`src/sv/psab_pkg.sv`:
```
// Package: shared types, constants and command/status structs for the accumulation buffer.
package psab_pkg;

  localparam int MaxWidth   = 256;
  localparam int MaxHeight  = 256;
  localparam int CountBits  = 24;
  localparam int SumBits    = 40;
  localparam int MeanBits   = 24;
  localparam int XBits      = 8;
  localparam int YBits      = 8;
  localparam int AddrBits   = XBits + YBits;
  localparam int DivCntBits = 6;

  localparam logic [SumBits-1:0]   SumMax    = {SumBits{1'b1}};
  localparam logic [SumBits-1:0]   SampleMax = SumBits'(24'hFFFFFF);
  localparam logic [MeanBits-1:0]  MeanMax   = {MeanBits{1'b1}};
  localparam logic [CountBits-1:0] CountMax  = {CountBits{1'b1}};

  typedef enum logic [1:0] {
    OP_ACCUM   = 2'd0,
    OP_MERGE   = 2'd1,
    OP_DEVELOP = 2'd2,
    OP_CLEAR   = 2'd3
  } op_e;

  typedef enum logic [1:0] {
    ST_OK    = 2'd0,
    ST_EMPTY = 2'd1,
    ST_RANGE = 2'd2
  } status_e;

  typedef enum logic [2:0] {
    S_INIT,
    S_IDLE,
    S_READ,
    S_EXEC,
    S_DIV,
    S_OUT
  } state_e;

  // controller -> datapath
  typedef struct packed {
    logic load;      // capture input item
    logic sweep_en;  // write zero at sweep address
    logic sweep_rst; // restart sweep counter
    logic rd_en;     // read store at item address
    logic wr_en;     // write updated entry
    logic div_start;
    logic div_step;
    logic out_load;  // capture result
  } cmd_t;

  // datapath -> controller
  typedef struct packed {
    logic [1:0] op;
    logic       in_range;
    logic       sweep_done;
    logic       cnt_zero;
    logic       div_done;
  } sts_t;

endpackage

```
`src/sv/psab_ctrl.sv`:
```
// Controller: sequences clear sweep, read-modify-write, division and result handoff.
module psab_ctrl (
  input  logic           clk_i,
  input  logic           rst_ni,
  input  logic           in_valid_i,
  output logic           in_ready_o,
  input  logic           out_busy_i,
  output psab_pkg::cmd_t cmd_o,
  input  psab_pkg::sts_t sts_i
);
  import psab_pkg::*;

  state_e state_q, state_d;

  always_ff @(posedge clk_i or negedge rst_ni) begin
    if (!rst_ni) state_q <= S_INIT;
    else         state_q <= state_d;
  end

  always_comb begin
    state_d    = state_q;
    cmd_o      = '0;
    in_ready_o = 1'b0;
    unique case (state_q)
      S_INIT: begin
        cmd_o.sweep_en = 1'b1;
        if (sts_i.sweep_done) state_d = S_IDLE;
      end
      S_IDLE: begin
        in_ready_o = 1'b1;
        if (in_valid_i) begin
          cmd_o.load = 1'b1;
          state_d    = S_READ;
        end
      end
      S_READ: begin
        if (sts_i.op == OP_CLEAR) begin
          cmd_o.sweep_rst = 1'b1;
          state_d         = S_INIT;
          // clear's result is registered here, the sweep follows
          if (!out_busy_i) begin
            cmd_o.out_load = 1'b1;
          end else begin
            state_d = S_READ;
            cmd_o.sweep_rst = 1'b0;
          end
        end else if (!sts_i.in_range) begin
          state_d = S_OUT;
        end else begin
          cmd_o.rd_en = 1'b1;
          state_d     = S_EXEC;
        end
      end
      S_EXEC: begin
        if (sts_i.op == OP_DEVELOP) begin
          if (sts_i.cnt_zero) begin
            state_d = S_OUT;
          end else begin
            cmd_o.div_start = 1'b1;
            state_d         = S_DIV;
          end
        end else begin
          cmd_o.wr_en = 1'b1;
          state_d     = S_OUT;
        end
      end
      S_DIV: begin
        cmd_o.div_step = 1'b1;
        if (sts_i.div_done) state_d = S_OUT;
      end
      S_OUT: begin
        if (!out_busy_i) begin
          cmd_o.out_load = 1'b1;
          state_d        = S_IDLE;
        end
      end
      default: state_d = S_INIT;
    endcase
  end

endmodule

```
`config.mk`:
```
export PLATFORM = sky130hd
export DESIGN_NAME = psab_ctrl
export DESIGN_NICKNAME = d
export VERILOG_FILES = /design/src/sv/psab_pkg.sv /design/src/sv/psab_ctrl.sv
export SDC_FILE = /design/constraint.sdc
export NUM_CORES = 1
export LEC_CHECK = 0
export ABC_AREA = 1
export BUFFER_PORTS_ARGS = -buffer_cell sky130_fd_sc_hd__buf_2
export CAP_MARGIN = 20
export CELL_PAD_IN_SITES_DETAIL_PLACEMENT = 0
export CELL_PAD_IN_SITES_GLOBAL_PLACEMENT = 2
export CORE_ASPECT_RATIO = 1.2
export CORE_MARGIN = 10
export CORE_UTILIZATION = 18
export CTS_CLUSTER_SIZE = 8
export DETAILED_ROUTE_END_ITERATION = 8
export PLACE_DENSITY_LB_ADDON = 0.3
export SLEW_MARGIN = 20
export SYNTH_ARGS = -nofsm -noshare
export SYNTH_HDL_FRONTEND = slang
export SYNTH_SLANG_ARGS = --single-unit
```
`constraint.sdc`:
```
create_clock -name clk_i -period 1.3 [get_ports clk_i]
set_input_delay 0.065 -clock clk_i [delete_from_list [all_inputs] [get_ports clk_i]]
set_output_delay 0.065 -clock clk_i [all_outputs]
set_load 0.02 [all_outputs]
```
# Word-level counts from Yosys, hierarchy flattened
# Cells that the tools add are included.
totals:
  reg_bits: 3
  inputBits: 10
  output_inout_bits: 9
op_classes:
  n_reduce_logical: 2
  mux: 25
  n_eq_ne: 11
op_table:
  columns: ["op", "count"]
  rows:
  - ["3-bit two-way mux", 6]
  - ["3-bit case mux with 6 select lines", 1]
  - ["1-bit two-way mux", 14]
  - ["2-bit != test, second input constant", 4]
  - ["3-bit by 2-bit equality test with 1-bit output, second input constant", 2]
  - ["3-bit equality test, second input constant", 2]
  - ["2-bit two-way mux", 3]
  - ["2-bit equality test, second input constant", 2]
  - ["4-bit AND reduction", 1]
  - ["3-bit by 1-bit equality test with 1-bit output, second input constant", 1]
  - ["3-bit zero test", 1]
  - ["1-bit case mux with 2 select lines", 1]

# Longest topological paths before layout
depth:
  ltp_word: 3
  depth_mapped: 7

# Least setup slack after synthesis
# No wires, ideal clock.
synth_timing:
  path_kind: "flip-flop to flip-flop"
  start: "reg state_q[0]"
  end: "reg state_q[1]"
  stages_incl_launch_ff: 7
  required_ns: 1.230
  t_arrival_ns: 1.103
  synth_period_minus_slack_ns: 1.173
  path_slack_ns: 0.127
  path_cell_list: "dfrtp_1 inv_2 nor2_2 inv_2 nor2_1 a21oi_1 nor2_2"
synth_between:
  elab_chain_len: 3
synth_rtl:
  columns: ["element", "line", "source"]
  rows:
  - ["from (decl)", "psab_ctrl.sv:13", "state_e state_q, state_d;"]
  - ["from (signal assigned)", "psab_ctrl.sv:17", "else state_q <= state_d;"]
  - ["3-bit equality test, or another cell as far along", "psab_ctrl.sv:24", "unique case (state_q)"]
  - ["2-bit != test (no line)", null, null]
  - ["4-bit AND reduction (no line)", null, null]
# Several ways; a longest one is shown, not always the timed one.
# A chain may end at the register's enable or synchronous reset.

==> reports/results.txt <==
Pre-antenna DRT Iters = 3
Leakage = 0.322 nW
Ys Warns = 0
Clock slew at reported path FFs = 0.04 ns
Largest family of logic cells by synthesized area = simple AND/OR/NAND/NOR gates
Xor/xnor cell area share of the yosys netlist = 0%
Max Clock Skew = 0.00399 ns
CTS sink count = 3
Final wirelength = 1.14 mm
Fmax = 0.760 GHz
Number of global-route vias before repair = 460
Crit path kind = register to output pin
WL/cell = 10.6 um
Syn_area_per_cell = 5.57 um2
Worst-path maximum fanout = 5
Worst EP required = 1.24 ns
Slew Limit Fails = 0
Min cycle time layout = 1.32 ns
Inserted Diodes = 0
CP endpoint kind = output pin
# port buffers = 18
Bufs on Longest Clock Path = 2
CP arrival = 1.25 ns
Unrepaired setup endpoints after global routing = yes
Synth Area in Adders = 0%
Area growth syn-to-layout = 77.5%
Vias = 443
Pwr Total = 1.21 mW
Violated checks = setup timing
Rows = 17
Grt total ovfl = 0
Finished Layout Cells = 107
Core area = 0.00181 mm2
Status = finished with violations
CTS H-tree depth = 1
Post-synthesis compound-gate area fraction = 7.87%
Num ports = 19
Final Cycle Share = 101%
Antenna Nets Post-Route = 0
Placed insts = 96
Relative slew slack = 86.3%
Syn_nets = 70
Register area share after synthesis = 22.5%
Die width = 59.3 um
Placed wire-length estimate = 914 um
Num CTS Buffers = 3
GP Congestion = 0.653
R2R cell count = 8
Setup-failing EPs final = 1
Post-synthesis cell area = 334 um2
Worst-margin pin slew = 0.205 ns
Simple-gate portion of the synthesized area = 50.6%
Largest register FFs = 3
Nets = 99
Largest regs = state_q (3)
Cells after Synth = 60
First-pass GRT wire length = 1.93 mm
PD cells = 2040 mW/mm2
Vias per inst = 4.14
Setup slack at placement = 0.118 ns
Clock Power Share = 13.6%
Drt drc = 0
Worst setup path start = state_q[0]$_DFFE_PN0P_
HP Class = primary input to async pin
Worst skew pair latency = 0.23 ns
Startpoint Class = register
Sw Ratio = 49.5%
Clock root buffer = clkbuf_4
Die ar. = 0.00399 mm2
Largest net degree at the start of global routing = 8
Share of layout cells above drive strength 1 = 54.5%
Gr usage total = 6.20%
Gate power share = 70.0%
Initial antenna violation count = 0
Maximum VDD drop = 0.000622 V
Int Pwr = 609 uW
Final worst slack = -0.0163 ns
Net switching power = 598 uW
Die H = 67.2 um
Worst reg2reg setup slack = 0.06 ns
Mux contribution to synthesized area = 0%
Post-synthesis register bit count = 3
CTS tree = done
Flop pwr share = 16.4%
Distinct cell type count after synthesis = 15
Final hold violations = 0
Max Cap Viol = 0
Top reg by flops = state_q
FF-to-FF Start = state_q[0]$_DFFE_PN0P_
Starting Density = 18.5%
DR iter-0 viols = 20
-- final cells by class --
| cell class | instances | area [um2] |
|---|---|---|
| fillers | 205 | 1210 |
| flip-flops and latches | 3 | 77.6 |
| repair buffers | 25 | 170 |
| well taps | 19 | 23.8 |
| multi-input cells | 42 | 243 |
| inverters | 14 | 52.6 |
| clock buffers | 4 | 26.3 |
-- cells in the final DEF, fill, tap and decap left out, drive strengths merged --
master	n
a21oi	2
buf	24
clkbuf	4
dfrtp	3
dlygate4sd3	1
inv	14
nand2	16
nand3	5
nand3b	1
nand4	1
nor2	12
nor3	2
o21ai	2
o22ai	1
-- cells by family after synthesis --
kind of cell / Yosys count
buf+inv: 15
simple gates: 37
flops: 3
compound gates: 5
-- repair_timing --
item / in CTS / in global routing
endpoints found under the hold margin: 3 / 0
resized for setup: 6 / 18
setup buffers: 2 / 4
pin swaps: 0 / 3
endpoints found under the setup margin: 7 / 9
hold buffers: 1 / 0
-- synth_stat cells, drive strengths merged --
cell	number	area share (%)
nand4	1	1.9
dfrtp	3	22
o21ai	2	3.0
nor3	2	3.0
buf	1	3.4
nand2	16	19
nor2	12	17
nand3	5	7.5
o22ai	1	1.9
nand3b	1	2.2
inv	14	16
a21oi	2	3.0
-- routing by layer --
layer	GRT usage [%]	wire, um	share of wire, %
met4	5.17	19	1.7
met1	5.66	427	37
met3	1.88	80	7.0
met2	10.9	613	54
met5	0	0	0
-- stage by stage --
step	setup TNS [ns]	area [um2]	util, %	hold WS [ns]
6_report	-0.0163	593	32.8	0.151
5_1_grt	-0.443	593	32.8	0.171
3_3_place_gp	0	437	24.2	-0.138
2_1_floorplan	0	334	-	-0.231
3_5_place_dp	0	437	24.2	-0.137
4_1_cts	0	503	27.8	0.153
-- path summary, 6_finish.rpt --
check,end
worst max-delay path,cmd_o[0]
worst min-delay path,state_q[0]$_DFFE_PN0P_
worst max register to register,state_q[0]$_DFFE_PN0P_
worst min register to register,state_q[2]$_DFFE_PN0P_
max in group asynchronous,state_q[1]$_DFFE_PN0P_
min in group clk_i,state_q[1]$_DFFE_PN0P_
-- worst max-delay path, cell delays in order (launching register included) --
cell and delay, ns:
dfrtp_1 0.41, inv_2 0.10, nor2_4 0.16, nand2_2 0.06, o22ai_2 0.15, buf_6 0.14
-- power by group through the flow --
stage | clock network (mW) | logic, mW | registers, mW
after floorplan | 0 | 0.469 | 0.177
after CTS | 0.170 | 0.677 | 0.192
after global routing | 0.179 | 0.957 | 0.204
final | 0.164 | 0.845 | 0.198
after global placement | 0 | 0.602 | 0.207
after detailed placement | 0 | 0.601 | 0.204
Note: power is estimated with default switching activity, not from simulation.
